==> src/sv/assert_macros.svh <==
// Assertion helpers shared by the RTL
`ifndef ASSERT_MACROS_SVH
`define ASSERT_MACROS_SVH

// Property checked at every clock edge outside reset
`define BSC_ASSERT_CLK(lbl, prop, msg) \
  lbl: assert property (@(posedge clk_i) disable iff (!rst_ni) prop) else $error(msg);

// Same-cycle implication
`define BSC_ASSERT_IMPL(lbl, ante, cons, msg) \
  lbl: assert property (@(posedge clk_i) disable iff (!rst_ni) (ante) |-> (cons)) else $error(msg);

`endif

==> src/sv/bsc_pkg.sv <==
`default_nettype none
package bsc_pkg;

  typedef struct packed {
    logic        kind;
    logic [18:0] raw_value;
  } in_t;

  typedef struct packed {
    logic               result_kind;
    logic signed [27:0] temperature_tenths;
    logic signed [31:0] baro_pressure;
    logic               div_zero;
  } out_t;

  localparam int unsigned CfgIdxW = 3;

  localparam logic [CfgIdxW-1:0] CFG_AC1_AC2 = 3'd0;
  localparam logic [CfgIdxW-1:0] CFG_AC3_AC4 = 3'd1;
  localparam logic [CfgIdxW-1:0] CFG_AC5_AC6 = 3'd2;
  localparam logic [CfgIdxW-1:0] CFG_B1_B2   = 3'd3;
  localparam logic [CfgIdxW-1:0] CFG_MC_MD   = 3'd4;
  localparam logic [CfgIdxW-1:0] CFG_OSS     = 3'd5;

  typedef enum logic [4:0] {
    ST_IDLE = 5'b00001,
    ST_STEP = 5'b00010,
    ST_MUL  = 5'b00100,
    ST_DIV  = 5'b01000,
    ST_FIN  = 5'b10000
  } state_e;

  // Sequencer program steps
  localparam logic [3:0] PC_T0  = 4'd0;
  localparam logic [3:0] PC_T1  = 4'd1;
  localparam logic [3:0] PC_T2  = 4'd2;
  localparam logic [3:0] PC_P0  = 4'd3;
  localparam logic [3:0] PC_P1  = 4'd4;
  localparam logic [3:0] PC_P2  = 4'd5;
  localparam logic [3:0] PC_P3  = 4'd6;
  localparam logic [3:0] PC_P4  = 4'd7;
  localparam logic [3:0] PC_P5  = 4'd8;
  localparam logic [3:0] PC_P6  = 4'd9;
  localparam logic [3:0] PC_P7  = 4'd10;
  localparam logic [3:0] PC_P8  = 4'd11;
  localparam logic [3:0] PC_P9  = 4'd12;
  localparam logic [3:0] PC_P10 = 4'd13;
  localparam logic [3:0] PC_P11 = 4'd14;

  localparam logic [31:0] C_4000  = 32'd4000;
  localparam logic [31:0] C_3038  = 32'd3038;
  localparam logic [31:0] C_M7357 = 32'hFFFF_E343;
  localparam logic [31:0] C_3791  = 32'd3791;
  localparam logic [31:0] C_50000 = 32'd50000;
  localparam logic [31:0] C_32768 = 32'd32768;

  function automatic logic [31:0] asr32(input logic [31:0] v, input logic [4:0] s);
    asr32 = 32'($signed(v) >>> s);
  endfunction

  function automatic logic [31:0] sext16(input logic [15:0] v);
    sext16 = {{16{v[15]}}, v};
  endfunction

endpackage
`default_nettype wire

==> src/sv/baro_sensor_compensation_core.sv <==
// Barometric sensor compensation core.
// Input channel (in_valid_i / in_stall_o / in_data_i): kind 0 carries a raw
// temperature reading, kind 1 a raw pressure reading. Output channel
// (out_valid_o / out_stall_i / out_data_o) returns one result per item.
// Coefficients are written through cfg_we_i / cfg_idx_i / cfg_wdata_i; the user
// must write them only while idle, which the block itself does not enforce.
// All arithmetic runs through one radix-4 shift-add multiplier and one restoring
// divider, each started from an issue step of a small sequencer. A temperature
// item takes one product and one quotient; a pressure item ten products and one
// quotient. A zero divisor skips the division. After the result is loaded into
// the output register the core returns to idle and can take the next item.
// One item is in work at a time; in_stall_o is high from acceptance until the
// result is moved into the output register. A finished result waits in that
// register while the next item is accepted; if the receiver stalls and a second
// result is ready, the sequencer holds until the first transfer completes.
// Reset clears coefficients, the stored b5 term, the state and the output valid.
`default_nettype none
`include "assert_macros.svh"
module baro_sensor_compensation_core (
  input  wire logic                      clk_i,
  input  wire logic                      rst_ni,
  input  wire logic                      in_valid_i,
  output logic                           in_stall_o,
  input  wire bsc_pkg::in_t              in_data_i,
  output logic                           out_valid_o,
  input  wire logic                      out_stall_i,
  output bsc_pkg::out_t                  out_data_o,
  input  wire logic                      cfg_we_i,
  input  wire logic [bsc_pkg::CfgIdxW-1:0] cfg_idx_i,
  input  wire logic [31:0]               cfg_wdata_i
);

  bsc_pkg::state_e state_q, state_d;
  logic [3:0]  pc_q, pc_d;
  logic [4:0]  cnt_q, cnt_d;
  logic        kind_q, kind_d;
  logic [18:0] raw_q, raw_d;
  logic [31:0] b5_q, b5_d, b6_q, b6_d, sq_q, sq_d, b3_q, b3_d, b4_q, b4_d;
  logic [31:0] p_q, p_d, ta_q, ta_d, res_q, res_d;
  logic [31:0] mca_q, mca_d, mpl_q, mpl_d, acc_q, acc_d;
  logic [31:0] rem_q, rem_d, quo_q, quo_d, dvs_q, dvs_d;
  logic        neg_q, neg_d, post2_q, post2_d, dz_q, dz_d;
  logic [31:0] ac12_q, ac34_q, ac56_q, b12_q, mcmd_q;
  logic [1:0]  oss_q;
  logic        out_valid_q, out_valid_d;
  bsc_pkg::out_t out_q, out_d;

  logic [31:0] ac1, ac2, ac3, ac4, ac5, ac6, b1, b2, mc, md;
  assign ac1 = bsc_pkg::sext16(ac12_q[31:16]);
  assign ac2 = bsc_pkg::sext16(ac12_q[15:0]);
  assign ac3 = bsc_pkg::sext16(ac34_q[31:16]);
  assign ac4 = {16'd0, ac34_q[15:0]};
  assign ac5 = {16'd0, ac56_q[31:16]};
  assign ac6 = {16'd0, ac56_q[15:0]};
  assign b1  = bsc_pkg::sext16(b12_q[31:16]);
  assign b2  = bsc_pkg::sext16(b12_q[15:0]);
  assign mc  = bsc_pkg::sext16(mcmd_q[31:16]);
  assign md  = bsc_pkg::sext16(mcmd_q[15:0]);

  logic out_free;
  assign out_free = !out_valid_q || !out_stall_i;

  always_comb begin
    logic [31:0] x1, x3, dvd, dvr, v, q, pp, part;
    logic [32:0] r;
    x1 = '0; x3 = '0; dvd = '0; dvr = '0; v = '0; q = '0; pp = '0;
    part = '0; r = '0;
    state_d = state_q; pc_d = pc_q; cnt_d = cnt_q; kind_d = kind_q; raw_d = raw_q;
    b5_d = b5_q; b6_d = b6_q; sq_d = sq_q; b3_d = b3_q; b4_d = b4_q;
    p_d = p_q; ta_d = ta_q; res_d = res_q;
    mca_d = mca_q; mpl_d = mpl_q; acc_d = acc_q;
    rem_d = rem_q; quo_d = quo_q; dvs_d = dvs_q;
    neg_d = neg_q; post2_d = post2_q; dz_d = dz_q;
    out_d = out_q;
    out_valid_d = out_valid_q && out_stall_i;

    case (state_q)
      bsc_pkg::ST_IDLE: begin
        if (in_valid_i) begin
          kind_d  = in_data_i.kind;
          raw_d   = in_data_i.raw_value;
          dz_d    = 1'b0;
          pc_d    = in_data_i.kind ? bsc_pkg::PC_P0 : bsc_pkg::PC_T0;
          state_d = bsc_pkg::ST_STEP;
        end
      end
      bsc_pkg::ST_MUL: begin
        case (mpl_q[1:0])
          2'd0:    part = '0;
          2'd1:    part = mca_q;
          2'd2:    part = {mca_q[30:0], 1'b0};
          default: part = mca_q + {mca_q[30:0], 1'b0};
        endcase
        acc_d = acc_q + part;
        mca_d = {mca_q[29:0], 2'b00};
        mpl_d = {2'b00, mpl_q[31:2]};
        cnt_d = cnt_q - 5'd1;
        if (cnt_q == '0) state_d = bsc_pkg::ST_STEP;
      end
      bsc_pkg::ST_DIV: begin
        r = {rem_q, quo_q[31]};
        if (r >= {1'b0, dvs_q}) begin
          rem_d = 32'(r - {1'b0, dvs_q});
          quo_d = {quo_q[30:0], 1'b1};
        end else begin
          rem_d = r[31:0];
          quo_d = {quo_q[30:0], 1'b0};
        end
        cnt_d = cnt_q - 5'd1;
        if (cnt_q == '0) state_d = bsc_pkg::ST_STEP;
      end
      bsc_pkg::ST_FIN: begin
        if (out_free) begin
          out_valid_d            = 1'b1;
          out_d.result_kind      = kind_q;
          out_d.temperature_tenths = kind_q ? 28'sd0 : $signed(res_q[27:0]);
          out_d.baro_pressure    = kind_q ? $signed(res_q) : 32'sd0;
          out_d.div_zero         = dz_q;
          state_d                = bsc_pkg::ST_IDLE;
        end
      end
      bsc_pkg::ST_STEP: begin
        pc_d = pc_q + 4'd1;
        // Default: issue a multiply; steps override operands or the next state
        state_d = bsc_pkg::ST_MUL;
        cnt_d   = 5'd15;
        acc_d   = '0;
        case (pc_q)
          bsc_pkg::PC_T0: begin
            mca_d = {13'd0, raw_q} - ac6;
            mpl_d = ac5;
          end
          bsc_pkg::PC_T1: begin
            x1   = bsc_pkg::asr32(acc_q, 5'd15);
            ta_d = x1;
            dvd  = {mc[20:0], 11'd0};
            dvr  = x1 + md;
            neg_d = dvd[31] ^ dvr[31];
            rem_d = '0;
            quo_d = dvd[31] ? 32'(0 - dvd) : dvd;
            dvs_d = dvr[31] ? 32'(0 - dvr) : dvr;
            cnt_d = 5'd31;
            state_d = bsc_pkg::ST_DIV;
            if (dvr == '0) begin
              dz_d = 1'b1; quo_d = '0; neg_d = 1'b0; state_d = bsc_pkg::ST_STEP;
            end else if (dvd == 32'h8000_0000 && dvr == 32'hFFFF_FFFF) begin
              quo_d = 32'h8000_0000; neg_d = 1'b0; state_d = bsc_pkg::ST_STEP;
            end
          end
          bsc_pkg::PC_T2: begin
            q     = neg_q ? 32'(0 - quo_q) : quo_q;
            b5_d  = ta_q + q;
            res_d = bsc_pkg::asr32(ta_q + q + 32'd8, 5'd4);
            state_d = bsc_pkg::ST_FIN;
          end
          bsc_pkg::PC_P0: begin
            b6_d  = b5_q - bsc_pkg::C_4000;
            mca_d = b5_q - bsc_pkg::C_4000;
            mpl_d = b5_q - bsc_pkg::C_4000;
          end
          bsc_pkg::PC_P1: begin
            sq_d  = bsc_pkg::asr32(acc_q, 5'd12);
            mca_d = b2;
            mpl_d = bsc_pkg::asr32(acc_q, 5'd12);
          end
          bsc_pkg::PC_P2: begin
            ta_d  = bsc_pkg::asr32(acc_q, 5'd11);
            mca_d = ac2;
            mpl_d = b6_q;
          end
          bsc_pkg::PC_P3: begin
            x3 = ta_q + bsc_pkg::asr32(acc_q, 5'd11);
            v  = (({ac1[29:0], 2'b00} + x3) << oss_q) + 32'd2;
            q  = (v[31] ? 32'(0 - v) : v) >> 2;
            b3_d  = v[31] ? 32'(0 - q) : q;
            mca_d = ac3;
            mpl_d = b6_q;
          end
          bsc_pkg::PC_P4: begin
            ta_d  = bsc_pkg::asr32(acc_q, 5'd13);
            mca_d = b1;
            mpl_d = sq_q;
          end
          bsc_pkg::PC_P5: begin
            x3 = bsc_pkg::asr32(ta_q + bsc_pkg::asr32(acc_q, 5'd16) + 32'd2, 5'd2);
            mca_d = ac4;
            mpl_d = x3 + bsc_pkg::C_32768;
          end
          bsc_pkg::PC_P6: begin
            b4_d  = acc_q >> 15;
            mca_d = {13'd0, raw_q} - b3_q;
            mpl_d = bsc_pkg::C_50000 >> oss_q;
          end
          bsc_pkg::PC_P7: begin
            rem_d = '0;
            dvs_d = b4_q;
            cnt_d = 5'd31;
            state_d = bsc_pkg::ST_DIV;
            post2_d = acc_q[31];
            quo_d   = acc_q[31] ? acc_q : {acc_q[30:0], 1'b0};
            if (b4_q == '0) begin
              dz_d = 1'b1; quo_d = '0; post2_d = 1'b0; state_d = bsc_pkg::ST_STEP;
            end
          end
          bsc_pkg::PC_P8: begin
            pp    = post2_q ? {quo_q[30:0], 1'b0} : quo_q;
            p_d   = pp;
            mca_d = bsc_pkg::asr32(pp, 5'd8);
            mpl_d = bsc_pkg::asr32(pp, 5'd8);
          end
          bsc_pkg::PC_P9: begin
            mca_d = acc_q;
            mpl_d = bsc_pkg::C_3038;
          end
          bsc_pkg::PC_P10: begin
            ta_d  = bsc_pkg::asr32(acc_q, 5'd16);
            mca_d = bsc_pkg::C_M7357;
            mpl_d = p_q;
          end
          bsc_pkg::PC_P11: begin
            x1 = ta_q + bsc_pkg::asr32(acc_q, 5'd16) + bsc_pkg::C_3791;
            res_d = p_q + bsc_pkg::asr32(x1, 5'd4);
            state_d = bsc_pkg::ST_FIN;
          end
          default: state_d = bsc_pkg::ST_FIN;
        endcase
      end
      default: state_d = bsc_pkg::ST_IDLE;
    endcase
  end

  always_ff @(posedge clk_i or negedge rst_ni) begin
    if (!rst_ni) begin
      state_q     <= bsc_pkg::ST_IDLE;
      out_valid_q <= 1'b0;
      b5_q        <= '0;
      ac12_q      <= '0;
      ac34_q      <= '0;
      ac56_q      <= '0;
      b12_q       <= '0;
      mcmd_q      <= '0;
      oss_q       <= '0;
    end else begin
      state_q     <= state_d;
      out_valid_q <= out_valid_d;
      b5_q        <= b5_d;
      if (cfg_we_i) begin
        case (cfg_idx_i)
          bsc_pkg::CFG_AC1_AC2: ac12_q <= cfg_wdata_i;
          bsc_pkg::CFG_AC3_AC4: ac34_q <= cfg_wdata_i;
          bsc_pkg::CFG_AC5_AC6: ac56_q <= cfg_wdata_i;
          bsc_pkg::CFG_B1_B2:   b12_q  <= cfg_wdata_i;
          bsc_pkg::CFG_MC_MD:   mcmd_q <= cfg_wdata_i;
          bsc_pkg::CFG_OSS:     oss_q  <= cfg_wdata_i[1:0];
          default: ;
        endcase
      end
    end
  end

  always_ff @(posedge clk_i) begin
    pc_q <= pc_d; cnt_q <= cnt_d; kind_q <= kind_d; raw_q <= raw_d;
    b6_q <= b6_d; sq_q <= sq_d; b3_q <= b3_d; b4_q <= b4_d;
    p_q <= p_d; ta_q <= ta_d; res_q <= res_d;
    mca_q <= mca_d; mpl_q <= mpl_d; acc_q <= acc_d;
    rem_q <= rem_d; quo_q <= quo_d; dvs_q <= dvs_d;
    neg_q <= neg_d; post2_q <= post2_d; dz_q <= dz_d;
    out_q <= out_d;
  end

  assign in_stall_o  = (state_q != bsc_pkg::ST_IDLE);
  assign out_valid_o = out_valid_q;
  assign out_data_o  = out_q;

  `BSC_ASSERT_CLK(a_accept_busy, (in_valid_i && !in_stall_o) |=> in_stall_o, "accept did not start work")
  `BSC_ASSERT_CLK(a_mul_end, (state_q == bsc_pkg::ST_MUL && cnt_q == 5'd0) |=> (state_q == bsc_pkg::ST_STEP), "multiply did not end")
  `BSC_ASSERT_IMPL(a_zero_other, out_valid_o, (out_data_o.result_kind ? (out_data_o.temperature_tenths == 28'sd0) : (out_data_o.baro_pressure == 32'sd0)), "unused result field not zero")

endmodule
`default_nettype wire
==> config.mk <==
export PLATFORM = sky130hd
export DESIGN_NAME = baro_sensor_compensation_core
export DESIGN_NICKNAME = d
export VERILOG_FILES = /design/src/sv/bsc_pkg.sv /design/src/sv/baro_sensor_compensation_core.sv
export VERILOG_INCLUDE_DIRS = /design/src /design/src/sv
export SDC_FILE = /design/constraint.sdc
export NUM_CORES = 2
export LEC_CHECK = 0
export ABC_AREA = 1
export ABC_CLOCK_PERIOD_IN_PS = 6100
export BUFFER_PORTS_ARGS = -buffer_cell sky130_fd_sc_hd__buf_4
export CORE_MARGIN = 2
export CORE_UTILIZATION = 45
export CTS_CLUSTER_SIZE = 30
export DETAILED_ROUTE_END_ITERATION = 7
export GPL_TIMING_DRIVEN = 0
export SYNTH_ARGS = -nofsm -noshare
export SYNTH_HDL_FRONTEND = slang
export SYNTH_SLANG_ARGS = --single-unit
==> constraint.sdc <==
create_clock -name clk_i -period 6.1 [get_ports clk_i]
set_clock_uncertainty 0.1 [all_clocks]
set_input_delay 0.61 -clock clk_i [delete_from_list [all_inputs] [get_ports clk_i]]
set_output_delay 0.61 -clock clk_i [all_outputs]
set_load 0.03 [all_outputs]
---- After elaboration in Yosys (flattened, before gate mapping) ----
Cells that the tools add are included.
operators by class
  muxes and demuxes ....................... 46
  eq/ne operators ......................... 38
  $add $sub $neg .......................... 24
  reduce and logical (&&, ||, !) cells .... 49
  bitwise logic cells ..................... 1
  $lt $le $gt $ge ......................... 1
  shift-type cells ........................ 2
operator list
  cell                                                 number
  one-hot mux 32 bit (2 select lines)                  8
  two-way mux 32 bit                                   12
  one-hot mux 32 bit (11 select lines)                 1
  one-hot mux 32 bit (10 select lines)                 1
  adder 32 bit                                         7
  one-hot mux 32 bit (4 select lines)                  1
  one-hot mux 32 bit (3 select lines)                  1
  adder 32 x 2 -> 32 bit, second input constant        2
  zero test 32 bit                                     2
  subtractor 1 x 32 -> 32 bit, first input constant    2
  AND reduction 2 bit                                  24
  greater-or-equal comparator 33 x 32 -> 1 bit         1
  adder 32 x 12 -> 32 bit, second input constant       1
  adder 32 x 4 -> 32 bit, second input constant        1
  == test 32 bit, second input constant                1
  << shifter 32 x 2 -> 32 bit                          1
  >> shifter 16 x 2 -> 32 bit, first input constant    1
  subtractor 19 x 32 -> 32 bit                         1
  subtractor 32 x 12 -> 32 bit, second input constant  1
  subtractor 32 bit                                    1
  adder 30 x 17 -> 31 bit, second input constant       1
  subtractor 1 x 30 -> 31 bit, first input constant    1
  two-way mux 30 bit                                   1
  == test 4 bit, second input constant                 7
  50 further kinds                                     81
storage, ports and cells
  output and inout bits ................... 64
  bits in registers ....................... 682
  logic and storage cells ................. 196

---- Longest topological paths before layout ----
  word-level depth ........................ 8
  depth in mapped cells ................... 36
  depth with buffers taken out ............ 36

---- Worst setup path before layout ----
OpenSTA, ideal clock, no wires.
  path kind ............................... flip-flop to flip-flop
  start ................................... register acc_q[16]
  end ..................................... register res_q[28], data pin
  data arrival time ....................... 4721 ps
  slack ................................... 1021 ps
  period minus slack after synthesis ...... 5079 ps
  stages on the path, launching flop included .. 32
  cells stage by stage .................... edfxtp_1 -> ha_1 -> fa_1 -> xor2_1 -> inv_1 -> ha_1 -> inv_1 -> o31ai_1 -> nor2_1 -> nor2_1 -> xor2_1 -> ha_1 -> nand3_1 -> nand2_1 -> nand2_1 -> nand2_1 -> a21oi_1 -> or2_2 -> nand2_1 -> a21oi_1 -> o21ai_0 -> a21oi_1 -> o21ai_0 -> nand3_1 -> nand2_1 -> nand2_1 -> nand2_1 -> nand3_1 -> nand2_1 -> a21oi_1 -> o21ai_0 -> nand2_1
between the ends
  word-level cells in the longest chain between the ends .. 4
RTL lines
  item                                 RTL line                              RTL
  start, declared                      baro_sensor_compensation_core.sv:40   logic [31:0] mca_q, mca_d, mpl_q, mpl_d, acc_q, acc_d;
  start signal, assigned               baro_sensor_compensation_core.sv:265  mca_q <= mca_d; mpl_q <= mpl_d; acc_q <= acc_d;
  adder 32 bit                         baro_sensor_compensation_core.sv:221  x1 = ta_q + bsc_pkg::asr32(acc_q, 5'd16) + bsc_pkg::C_3791;
  adder 32 x 12 -> 32 bit              baro_sensor_compensation_core.sv:221
  adder 32 bit                         baro_sensor_compensation_core.sv:222  res_d = p_q + bsc_pkg::asr32(x1, 5'd4);
  one-hot mux 32 bit (2 select lines)  baro_sensor_compensation_core.sv:128  case (pc_q)
  end signal, assigned                 baro_sensor_compensation_core.sv:264  p_q <= p_d; ta_q <= ta_d; res_q <= res_d;
  end, declared                        baro_sensor_compensation_core.sv:39   logic [31:0] p_q, p_d, ta_q, ta_d, res_q, res_d;
No other way between the ends.
A chain may end at the register's enable or synchronous reset.

---- Final worst setup path ----
  start ................................... register quo_q[0]
  end ..................................... register res_q[24], data pin
between the ends
  word-level cells in the longest chain between the ends .. 5
RTL lines
  item                                     RTL line                              RTL
  start, declared                          baro_sensor_compensation_core.sv:41   logic [31:0] rem_q, rem_d, quo_q, quo_d, dvs_q, dvs_d;
  start signal, assigned                   baro_sensor_compensation_core.sv:266  rem_q <= rem_d; quo_q <= quo_d; dvs_q <= dvs_d;
  subtractor 1 x 32 -> 32 bit              baro_sensor_compensation_core.sv:151  q = neg_q ? 32'(0 - quo_q) : quo_q;
  two-way mux 32 bit (*)                   baro_sensor_compensation_core.sv:151
  adder 32 bit (*)                         baro_sensor_compensation_core.sv:153  res_d = bsc_pkg::asr32(ta_q + q + 32'd8, 5'd4);
  adder 32 x 4 -> 32 bit (*)               baro_sensor_compensation_core.sv:153
  one-hot mux 32 bit (2 select lines) (*)  baro_sensor_compensation_core.sv:128
Every way passes the cells marked *; elsewhere a longest branch is shown, timed or not.

==> results.py <==
metrics = {
    "yosys": {
        "synth-seq-cells": 658,
        "synthArstFlopShare_pct": 30.4,
        "seq_area_frac_synth_pct": 39.4,
        "ys.flop_type": "edfxtp_1",
        "synthCells": 6175,
        "syn_nets": 6535,
        "syn_area_per_cell_um2": 7.71,
        "synth_edf_count": 458,
        "syn-cell-area_um2": 47600,
        "ys_warn_count": 0,
        "synthTopCellsByArea": "edfxtp_1, nand2_1, dfrtp_1",
        "yosysTopAreaCellShare_pct": 28.9,
        "synth_top_area_cell": "edfxtp_1",
        "synth_cell_types": 68,
    },
    "drt": {
        "drt_iter0_drc": 5189,
        "drc": 0,
        "drt-wirelength-per-cell_um": 25.6,
        "drtAntennaViolNets": 0,
        "vias_per_cell": 5.78,
        "finalWirelength_um": 204000,
        "num_vias": 46000,
        "first_pass_iters": 6,
    },
    "placement": {
        "gp_congestion": 1.05,
        "dp_slack_ns": -0.784,
        "io_buffers": 123,
        "placed_cell_area_um2": 50700,
        "dp_hpwl_um": 158000,
        "dp_cells": 7707,
    },
    "sta": {
        "setup_tns_ns": 0,
        "finalSetupViolations": 0,
        "max_freq_ghz": 0.170,
        "hold_viol": 0,
        "period_minus_slack_ns": 5.88,
        "whs_ns": 0.00900,
        "max-slew-margin-rel_pct": 3.10,
        "setup_ws_ns": 0.222,
        "period_share_pct": 96.4,
        "worst_pin_slew_ns": 1.45,
        "drv_slew": 0,
    },
    "worst_setup_path": {
        "cpMostUsedCell": "nand2_1",
        "cp_slowest_stage_delay_ns": 0.47,
        "endpoint_kind": "flip-flop",
        "start_kind": "flip-flop",
        "crit_path_top_delay_cell": "edfxtp_1",
        "arrival_ns": 6.20,
        "crit_path_max_fanout": 4,
        "worstPathRequired_ns": 6.43,
        "critPathKind": "flip-flop to flip-flop",
    },
    "power_and_ir_drop": {
        "clockPowerShare_pct": 13.2,
        "power.total_mw": 36.9,
        "internal_power_mw": 16.9,
        "p_comb_share_pct": 66.9,
        "p_seq_share_pct": 19.9,
        "power_switching_mw": 20.0,
        "p_sw_share_pct": 54.2,
        "power_leakage_nw": 24.5,
        "ir_worst_vdd_mv": 0.494,
        "p_per_area_nw_per_um2": 673,
    },
    "floorplanning": {
        "io-pin-count": 124,
        "num_rows": 119,
        "start_util_pct": 45.3,
        "die_x_um": 329,
        "dieArea_um2": 108000,
        "die_h_um": 329,
        "core_area_um2": 105000,
    },
    "run_status": {
        "status": "completed",
    },
    "grt": {
        "overflow": 0,
        "grt_pass1_wl_um": 289000,
        "grt_max_degree": 104,
        "grt_pass1_vias": 42200,
        "grt_usage_pct": 36.9,
        "grt_antenna_before_repair": 3,
    },
    "cells_and_area": {
        "layout_commonest_cell": "nand2_1",
        "design_area_um2": 54800,
        "post_layout_nonfiller_instances": 7961,
        "layout-drive-gt1-share_pct": 8.33,
        "final_cell_mix": "nand2_1, inv_1, o21ai_0",
        "fillers": 10300,
        "nets": 6859,
        "synthToLayoutAreaGrowth_pct": 15.1,
        "utilization_pct": 52.2,
    },
    "clocking": {
        "numCtsBuffers": 79,
        "h-tree-depth": 3,
        "clk_latency_ns": 0.71,
        "clkSinkCount": 658,
        "cts_buffer_depth": 3,
        "cts_root_buf": "clkbuf_16",
        "path_clk_slew_ns": 0.06,
        "cts_tree": "done",
    },
    "hold_path": {
        "hold_path.class": "input port to flip-flop",
    },
    "flow_run": {
        "cap_viol_max_count": 0,
    },
}
[logic make-up after synthesis]
group | after synthesis | share of synthesized area, %
multiplexers | 1 | 0.0236
AND/OR/NAND/NOR | 2651 | 23.7
XOR/XNOR | 263 | 4.84
flip-flops | 658 | 39.4
other | 1 | 0.00787
adder cells (fa/ha/maj) | 300 | 8.34
AO/OA/AOI/OAI | 1351 | 16.1
buffers and inverters | 950 | 7.58
[critical path: cells and delay by family (launching register included)]
family / cells / cell delay [ns]
AOI/OAI and AO/OA: 1 / 0.08
xor gates and xnor gates: 2 / 0.47
adders and majority gates: 2 / 0.59
buffers and inverters: 6 / 0.65
DFF: 1 / 0.47
and+or+nand+nor: 18 / 3.26
[state kept, by name (all words and copies together) (netlist names), 20 cells and up]
register,cells
sq_q,20
ta_q,21
ac56_q,32
acc_q,32
ac34_q,32
mca_q,32
b12_q,32
res_q,32
out_data_o,62
p_q,32
mpl_q,32
rem_q,32
quo_q,32
b6_q,32
ac12_q,32
b5_q,32
b3_q,31
mcmd_q,32
[layout make-up]
cell class                 instances  area, µm²  share of cell area, %
sequential                       658      18800                   34.2
buffer                           185        743                   1.36
clock inverter                    34        375                  0.685
inverter                         764       2870                   5.23
multi-input combinational       4567      25700                   46.9
clock buffer                     113       2270                   4.14
antenna                            5       12.5                 0.0228
timing repair buffer             244       2320                   4.24
tap                             1391       1740                   3.17
[cell usage after synthesis, drive strengths merged (23+ instances only)]
cell type and n:
a31oi 34, buf 37, o211ai 46, o22ai 38
o2111ai 28, or2 23, edfxtp 458, clkbuf 149
nand4 92, xor2 192, a21oi 437, o21ai 580
nor3 70, nand2 1526, nor4 34, ha 271
inv 756, nand3 389, xnor2 71, nor2 494
a221oi 36, dfrtp 199, o21a 25, fa 29
[per-layer routing]
| layer | track usage (%) | vias up | routed length, µm |
|---|---|---|---|
| met5 | 0 | - | 22 |
| li1 | - | 21700 | - |
| met2 | 57.1 | 2104 | 88700 |
| met1 | 47.5 | 21700 | 81400 |
| met4 | 24.8 | 4 | 16600 |
| met3 | 6.25 | 478 | 16900 |
[worst paths after layout]
kind,startpoint,to,slack (ns),depth (start not counted)
min,in_data_i[19],kind_q,0.009,1
min in group asynchronous,rst_ni,ac12_q[31],0.43,3
max reg2reg,quo_q[0],res_q[24],0.22,29
max in group asynchronous,rst_ni,ac34_q[27],4.48,4
min reg2reg,dz_q,out_data_o[0],0.33,0
max,quo_q[0],res_q[24],0.22,29
[power by group through the flow]
| stage | logic [mW] | clock network [mW] | registers [mW] |
|---|---|---|---|
| after floorplan | 15.4 | 0 | 7.22 |
| after global placement | 21.9 | 0 | 8.04 |
| after detailed placement | 22.2 | 0 | 8.01 |
| after CTS | 23.5 | 4.88 | 7.44 |
| after global routing | 26.9 | 5.03 | 7.41 |
| final | 24.7 | 4.86 | 7.36 |
[what timing repair did]
action	CTS	global route
endpoints found under the hold margin	111	0
pin swaps	1	15
hold buffers	16	0
endpoints found under the setup margin	18	37
gates resized for setup	16	80
buffers inserted	52	32
Note: power is estimated with default switching activity, not from simulation.
